[src/rtl/lzwd_pkg.sv]
// Shared constants and controller/datapath interface types for the LZW decoder.
// No dependencies.
package lzwd_pkg;

	localparam int MAX_CODE_BITS = 13;
	localparam int STACK_DEPTH   = 64;
	localparam int CODE_W        = MAX_CODE_BITS;
	localparam int FREE_W        = MAX_CODE_BITS + 1;
	localparam int SP_W          = $clog2(STACK_DEPTH);
	localparam int HOLD_W        = MAX_CODE_BITS + 7;
	localparam int CNT_W         = $clog2(HOLD_W + 1);
	localparam int WID_W         = $clog2(MAX_CODE_BITS + 1);

	localparam logic [FREE_W-1:0] DICT_SIZE   = FREE_W'(1) << MAX_CODE_BITS;
	localparam logic [CODE_W-1:0] CODE_CLEAR  = CODE_W'(256);
	localparam logic [CODE_W-1:0] CODE_END    = CODE_W'(257);
	localparam logic [FREE_W-1:0] CODE_FIRST  = FREE_W'(258);
	localparam logic [WID_W-1:0]  START_WIDTH = WID_W'(9);
	localparam logic [WID_W-1:0]  MAX_WIDTH   = WID_W'(MAX_CODE_BITS);
	localparam logic [FREE_W-1:0] START_LIMIT = FREE_W'(512);
	localparam logic [SP_W-1:0]   SP_LAST     = SP_W'(STACK_DEPTH - 1);

	// controller -> datapath
	typedef struct packed {
		logic load_byte;  // shift accepted byte into the bit holder
		logic decode;     // take a code (or set up the error result)
		logic walk;       // one dictionary chain step
		logic emit_put;   // move stack head into the output register
		logic res_put;    // move the pending single result into the output register
	} cmd_t;

	// datapath -> controller
	typedef struct packed {
		logic err_seen;
		logic have_code;
		logic lit_pend;
		logic is_end;
		logic is_clear;
		logic cur_lit;
		logic stack_full;
		logic idx_zero;
		logic out_free;
	} sts_t;

endpackage

[src/rtl/lzwd_ctrl.sv]
// Sequencer of the LZW decoder: steps the datapath through decode, walk and emit.
// Depends on lzwd_pkg.
module lzwd_ctrl import lzwd_pkg::*; (
	input  logic clk,
	input  logic arst_n,
	input  logic in_valid,
	output logic in_ready,
	input  sts_t sts,
	output cmd_t cmd
);

	typedef enum logic [2:0] {
		S_IDLE,
		S_DECODE,
		S_WALK,
		S_EMIT_RD,
		S_EMIT_PUT,
		S_RES
	} state_t;

	state_t state_q;

	assign in_ready = state_q == S_IDLE;

	always_comb begin
		cmd           = '0;
		cmd.load_byte = (state_q == S_IDLE) && in_valid;
		cmd.decode    = state_q == S_DECODE;
		cmd.walk      = state_q == S_WALK;
		cmd.emit_put  = (state_q == S_EMIT_PUT) && sts.out_free;
		cmd.res_put   = (state_q == S_RES) && sts.out_free;
	end

	always_ff @(posedge clk or negedge arst_n) begin
		if (!arst_n) begin
			state_q <= S_IDLE;
		end else begin
			case (state_q)
				S_IDLE: begin
					if (in_valid) state_q <= S_DECODE;
				end
				S_DECODE: begin
					if (sts.err_seen) state_q <= S_RES;
					else if (!sts.have_code) state_q <= S_IDLE;
					else if (sts.lit_pend || sts.is_end) state_q <= S_RES;
					else if (sts.is_clear) state_q <= S_IDLE;
					else state_q <= S_WALK;
				end
				S_WALK: begin
					if (sts.stack_full) state_q <= S_RES;
					else if (sts.cur_lit) state_q <= S_EMIT_RD;
				end
				S_EMIT_RD: begin
					state_q <= S_EMIT_PUT;
				end
				S_EMIT_PUT: begin
					if (sts.out_free) state_q <= sts.idx_zero ? S_IDLE : S_EMIT_RD;
				end
				S_RES: begin
					if (sts.out_free) state_q <= S_IDLE;
				end
				default: begin
					state_q <= S_IDLE;
				end
			endcase
		end
	end

endmodule

[config.mk]
export PLATFORM = sky130hd
export DESIGN_NAME = lzwd_ctrl
export DESIGN_NICKNAME = d
export VERILOG_FILES = /design/src/rtl/lzwd_pkg.sv /design/src/rtl/lzwd_ctrl.sv
export SDC_FILE = /design/constraint.sdc
export NUM_CORES = 1
export LEC_CHECK = 0
export BUFFER_PORTS_ARGS = -buffer_cell sky130_fd_sc_hd__buf_2
export CORE_AREA = 3 3 40 42
export DETAILED_ROUTE_END_ITERATION = 6
export DIE_AREA = 0 0 43 45
export SLEW_MARGIN = 20
export SYNTH_ARGS = -nofsm -noshare
export SYNTH_HDL_FRONTEND = slang
export SYNTH_SLANG_ARGS = --single-unit
[constraint.sdc]
create_clock -name clk -period 3.15 [get_ports clk]
set_input_delay 0.1575 -clock clk [delete_from_list [all_inputs] [get_ports clk]]
set_output_delay 0.1575 -clock clk [all_outputs]
set_load 0.05 [all_outputs]
* Word-level counts from Yosys, hierarchy flattened
Index checks and enable logic that the tools add are counted.
** Storage, ports and cells
- Register bits :: 3
- Input port bits :: 12
- Output and inout bits :: 6
** Cells by class
- Eq/ne operators :: 9
- Muxes and demuxes :: 11
- Reductions and logical operators :: 6
** Operators with widths (number)
- two-way mux 3 bit :: 8
- case mux 3 bit (6 select lines) :: 1
- == test 3 x 2 -> 1 bit (second input constant) :: 2
- == test 3 bit (second input constant) :: 2
- != test 2 bit (second input constant) :: 3
- two-way mux 2 bit :: 2
- AND reduction 4 bit :: 1
- == test 3 x 1 -> 1 bit (second input constant) :: 1
- logical AND 1 bit :: 3
- logical NOT 3 bit :: 1
- != test 3 bit (second input constant) :: 1
- logical OR 1 bit :: 1

* Longest topological paths before layout
Gate-level depths: netlist of run 1.
- Depth in word-level cells :: 5
- Gate-level depth with buffers :: 5
- Depth with buffers taken out :: 4

* Worst setup path after synthesis of run 1
Ideal clock, no wire load.
- Path kind :: register to output
- From :: register state_q[2]
- To :: output port cmd[4] (netlist name)
- Cell stages (with the launch flop) :: 4
- Data required time :: 2.992 ns
- Buffers on the path :: 1
- Path slack :: 1.200 ns
- Arrival :: 1.793 ns
- Cell sequence :: dfrtp_1 -> buf_6 -> nor3_2 -> and2_1
** RTL lines
- start, declared :: RTL line lzwd_ctrl.sv:21 : state_t state_q;
- start signal, assigned :: RTL line lzwd_ctrl.sv:57 : if (sts.out_free) state_q <= sts.idx_zero ? S_IDLE : S_EMIT_RD;
- end, declared :: RTL line lzwd_ctrl.sv:9 : output cmd_t cmd

==> results of run 1 <==
power by group:
part	switching (uW)	internal, uW
Clock	18.5	47.4
Combinational	150	90.5
Sequential	45.5	52.5
Total	214	190
cell usage after synthesis, drive strengths merged:
| cell type | n | share of area [%] |
|---|---|---|
| nor3 | 2 | 4.6 |
| and2 | 2 | 3.8 |
| o21a | 1 | 2.3 |
| nor2 | 2 | 2.3 |
| a21o | 1 | 2.3 |
| a21oi | 1 | 1.5 |
| a22o | 1 | 2.7 |
| o21ai | 5 | 9.9 |
| dfrtp | 3 | 23 |
| nor2b | 1 | 1.9 |
| o211ai | 1 | 2.3 |
| o22ai | 1 | 1.9 |
| and2b | 1 | 2.3 |
| nor4 | 1 | 1.9 |
| nor3b | 4 | 16 |
| and4b | 1 | 3.4 |
| nand2b | 2 | 3.8 |
| inv | 1 | 1.1 |
| nand2 | 1 | 1.1 |
| nand3 | 2 | 3.1 |
| buf | 3 | 9.2 |
kinds of logic (layout without fill, tap and decap cells):
logic type,after synthesis,in the layout
and+or+nand+nor,19,19
AOI/OAI and AO/OA,11,11
buffers and inverters,4,23
DFF,3,3
worst max-delay path: stages (launching register included):
cell and delay [ps]:
dfrtp_1 510, nor3_2 240, and2_1 130, buf_2 250
metrics by stage:
step | worst slack [ps] | cells | hold slack [ps] | util (%) | power (uW)
detailed placement | 1860 | 66 | -45.6 | 31.3 | 339
CTS | 1600 | 71 | 234 | 34.1 | 411
global route | 1500 | 71 | 256 | 34.1 | 441
finish | 1620 | 71 | 246 | 34.1 | 404
floorplan | 1200 | 37 | -138 | - | 312
global placement | 1860 | 66 | -45.9 | 31.3 | 338
layout make-up:
class	instances	area [um2]
fill	145	847
multi-input combinational	30	219
timing repair buffer	18	95.1
sequential	3	75.1
clock buffer	4	26.3
tap	15	18.8
inverter	1	3.75
per-layer routing:
metal  up-vias  wire length (um)  track usage (%)
li1        173                 -                -
met1       138               304             10.9
met2         6               359             13.5
met3         2                25             2.79
met4         0                 8             7.23
met5         -                 0                0
worst paths after layout:
path                                              from                      to  slack (ps)  cells after the start
worst max-delay path            state_q[2]$_DFFE_PN0P_                  cmd[4]        1620                      3
worst min-delay path                            arst_n  state_q[2]$_DFFE_PN0P_         250                      2
worst max register to register  state_q[1]$_DFFE_PN0P_  state_q[0]$_DFFE_PN0P_        1870                      4
worst min register to register  state_q[0]$_DFFE_PN0P_  state_q[0]$_DFFE_PN0P_         780                      1
max in group asynchronous                       arst_n  state_q[1]$_DFFE_PN0P_        2800                      2
min in group clk                                sts[0]  state_q[2]$_DFFE_PN0P_         270                      3
==> run_results.csv, run 1 <==
group,metric,value,unit
sta,rsz0062_at_grt,"no",
sta,fin_crit,1530,ps
pwr,vdd_drop_max,0.000354,V
grt,grt_usage,9.10,%
synthesis,ys_ff_latch,3,
status,status,"finished, final reports clean",
cells_and_area,top_register,"state_q",
synthesis,synth.area.mux_share,0,%
route,wl,699,um
sta,hold_violations,0,
pwr,power.density,923,nW/um2
sta,finalSetupViolCount,0,
sta,slew-limit-headroom,72.7,%
grt,grt_overflow,0,
setup_path,endpoint_kind,"output port",
route,vias,319,
floorplanning,dieArea,1940,um2
placed_design,gp_congestion,0.783,
clock_tree,cts_hold_buf,1,
flow_run,maxCapViolCount,0,
cells_and_area,diodes,0,
clock_tree,cts_resized,0,
cells_and_area,nets,69,
floorplanning,rows,13,
setup_path,critPathKind,"reg -> out",
grt,antenna_found_initial,0,
clock_tree,root_buffer,"clkbuf_4",
placed_design,io_buffers,17,
clock_tree,htreeDepth,1,
cells_and_area,layout-drive-gt1-share,48.2,%
route,drtIter0Drc,2,
setup_path,worstPathArrival,1370,ps
placed_design,post_dp_cell_area,402,um2
pwr,leakage,0.000219,uW
clock_tree,clock_sinks,3,
clock_tree,cts_buffer_depth,2,
placed_design,dp_hpwl,572,um
clock_tree,cts_tree,"done",
synthesis,yosysWarnings,0,
grt,grt_pass1_vias,305,
sta,finClkSkew,0.240,ps
synthesis,synth_top_family_by_area,"simple AND/OR/NAND/NOR gates",
cells_and_area,final_common_cell,"buf_2",
sta,fin_crit_sh,48.4,%
synthesis,synth.cell_area,328,um2
route,dr.pass1.iters,2,
clock_tree,cts_made_buffers,3,
route,ant_nets,0,
setup_path,required,2990,ps
floorplanning,coreArea,1280,um2
synthesis,synthAdderAreaFrac,0,%
synthesis,synth_cell_types,27,
clock_tree,cts_setup_buffers,0,
cells_and_area,largest_reg_flops,3,
synthesis,synth-simple-area-share,43.9,%
route,via_per_inst,4.49,
synthesis,synth-xor-area-share,0,%
cells_and_area,final_cell_mix,"buf_2 (17), clkbuf_4 (3), dfrtp_1 (3)",
sta,fmax,0.655,GHz
setup_path,start_kind,"register",
sta,tightest_slew,410,ps
floorplanning,die_h,45,um
synthesis,synthCells,37,
cells_and_area,top_regs,"state_q (3)",
route,wire_per_inst,9.85,um
cells_and_area,syn_to_final_growth,33.6,%
clock_tree,clock_latency,230,ps
grt,grt_max_degree,14,
route,drc,0,
hold_path,hp-class,"in -> async",
floorplanning,boundaryPins,18,
synthesis,synth_compound_area_share,22.9,%
synthesis,ys_seq_area_share,22.9,%
synthesis,syn-num-nets,49,
setup_path,crit_fanout,13,
grt,grt_pass1_wl,1280,um
synthesis,avgSynthCellArea,8.86,um2
floorplanning,start_util,25.5,%
sta,maxSlewViolCount,0,
cells_and_area,design_area,438,um2
sta,setup_tns,0,ps
clock_tree,path_clk_slew,40,ps
floorplanning,die_w,43,um
Note: power is estimated with default switching activity, not from simulation.
==> run 2, diff against run 1 <==
Clock period 3.15 ns to 1.3 ns, I/O delays scaled along.
==> run_results.csv, run 2 (same netlist as run 1, synthesis figures left out) <==
group,metric,value,unit
clock_tree,cts_buffer_depth,2,
flow_run,maxCapViolCount,0,
grt,grt_pass1_vias,337,
cells_and_area,syn_to_final_growth,69.5,%
cells_and_area,nets,76,
status,status,"finished, final reports clean",
cells_and_area,top_regs,"state_q (3)",
setup_path,crit_chain,"buf_4 -> buf_4 -> nor3b_2 -> a22o_1",
clock_tree,cts_made_buffers,3,
setup_path,crit_fanout,6,
setup_path,cp_top_family,"flip-flops",
floorplanning,rows,13,
cells_and_area,final_cell_mix,"buf_2 (12), buf_6 (6), buf_4 (5)",
clock_tree,cts_tree,"done",
cells_and_area,layout-drive-gt1-share,65.1,%
sta,slew-limit-headroom,83.3,%
cells_and_area,final_common_cell,"buf_2",
route,drc,0,
setup_path,worstPathArrival,1410,ps
setup_path,timing.critical_path.mode_cell,"buf_4",
clock_tree,clock_sinks,3,
clock_tree,path_clk_slew,40,ps
sta,worst_slack,6.32,ps
setup_path,cp_slowest_stage_delay,470,ps
sta,tightest_slew,248,ps
pwr,power.density,2290,nW/um2
setup_path,start_kind,"register",
sta,finClkSkew,0.145,ps
floorplanning,die_w,43,um
floorplanning,start_util,25.5,%
route,ant_nets,0,
setup_path,critPathKind,"reg -> reg",
route,wl,976,um
cells_and_area,top_register,"state_q",
setup_path,required,1410,ps
cells_and_area,design_area,556,um2
setup_path,slowest_stage,"dfrtp_2",
grt,antenna_found_initial,0,
grt,grt_max_degree,14,
sta,fin_crit,1290,ps
clock_tree,clock_latency,230,ps
sta,fmax,0.773,GHz
placed_design,gp_congestion,0.751,
route,dr.pass1.iters,2,
setup_path,endpoint_kind,"register",
floorplanning,boundaryPins,18,
placed_design,io_buffers,17,
route,drtIter0Drc,5,
pwr,leakage,0.000264,uW
placed_design,post_dp_cell_area,423,um2
floorplanning,die_h,45,um
cells_and_area,diodes,0,
route,wire_per_inst,12.5,um
cells_and_area,fin_util,43.2,%
grt,grt_overflow,0,
sta,maxSlewViolCount,0,
placed_design,dp_slack,-9.21,ps
floorplanning,dieArea,1940,um2
route,vias,372,
hold_path,hp-class,"in -> async",
grt,grt_pass1_wl,1390,um
grt,grt_usage,9.83,%
route,via_per_inst,4.77,
setup_path,critPathBufInv,2,
sta,hold_violations,0,
sta,rsz0062_at_grt,"yes",
floorplanning,coreArea,1280,um2
cells_and_area,largest_reg_flops,3,
pwr,vdd_drop_max,0.00114,V
cells_and_area,fillers,137,
sta,fin_crit_sh,99.5,%
clock_tree,htreeDepth,1,
clock_tree,root_buffer,"clkbuf_4",
sta,finalSetupViolCount,0,
[run 2: changes by cell type in the layout (fill, tap and decap cells not counted), moves of 3 or more]
cell	before	now
buf_2	17	12
buf_4	0	5
dfrtp_2	0	3
dfrtp_1	3	0
buf_6	0	6
[run 2: per-stage QoR]
step | total power, uW | TNS, ps | hold WS, ps | instances
2_1_floorplan | 796 | -543 | -231 | 37
3_3_place_gp | 885 | 0 | -133 | 67
3_5_place_dp | 891 | -9.21 | -137 | 67
4_1_cts | 1150 | 0 | 155 | 73
5_1_grt | 1350 | -108 | 159 | 78
6_report | 1270 | 0 | 155 | 78
[run 2: power breakdown]
part	switching, uW	internal, uW
Clock	48.8	115
Sequential	100	135
Combinational	464	407
[run 2: timing repair]
action	in CTS	in global routing
setup buffers	1	5
resized for setup	12	9
endpoints found under the setup margin	7	8
pin swaps	1	4
hold buffers	1	0
hold endpoints to repair	3	0
cloned	0	0
[run 2: final cells by class]
cell class	count	area, um2	share of cell area [%]
multi-input cells	30	238	42.8
repair buffers	25	190	34.2
flip-flops and latches	3	78.8	14.2
clock buffers	4	26.3	4.73
well taps	15	18.8	3.38
inverters	1	3.75	0.676
[run 2: worst paths after layout]
check	startpoint	to	slack, ps	cells after the start
min in group clk	sts[0]	state_q[2]$_DFFE_PN0P_	190	3
worst max-delay path	state_q[2]$_DFFE_PN0P_	state_q[0]$_DFFE_PN0P_	6	4
worst min-delay path	arst_n	state_q[2]$_DFFE_PN0P_	160	2
worst max register to register	state_q[2]$_DFFE_PN0P_	state_q[0]$_DFFE_PN0P_	6	4
max in group asynchronous	arst_n	state_q[1]$_DFFE_PN0P_	1030	2
worst min register to register	state_q[0]$_DFFE_PN0P_	state_q[0]$_DFFE_PN0P_	680	1
[run 2: routing by layer]
| layer | up-vias | global-route usage (%) | share of wire, % |
|---|---|---|---|
| li1 | 185 | - | - |
| met1 | 176 | 10.6 | 45 |
| met2 | 11 | 17.4 | 52 |
| met3 | 0 | 1.59 | 3.1 |
| met4 | 0 | 7.23 | 0 |
| met5 | - | 0 | 0 |
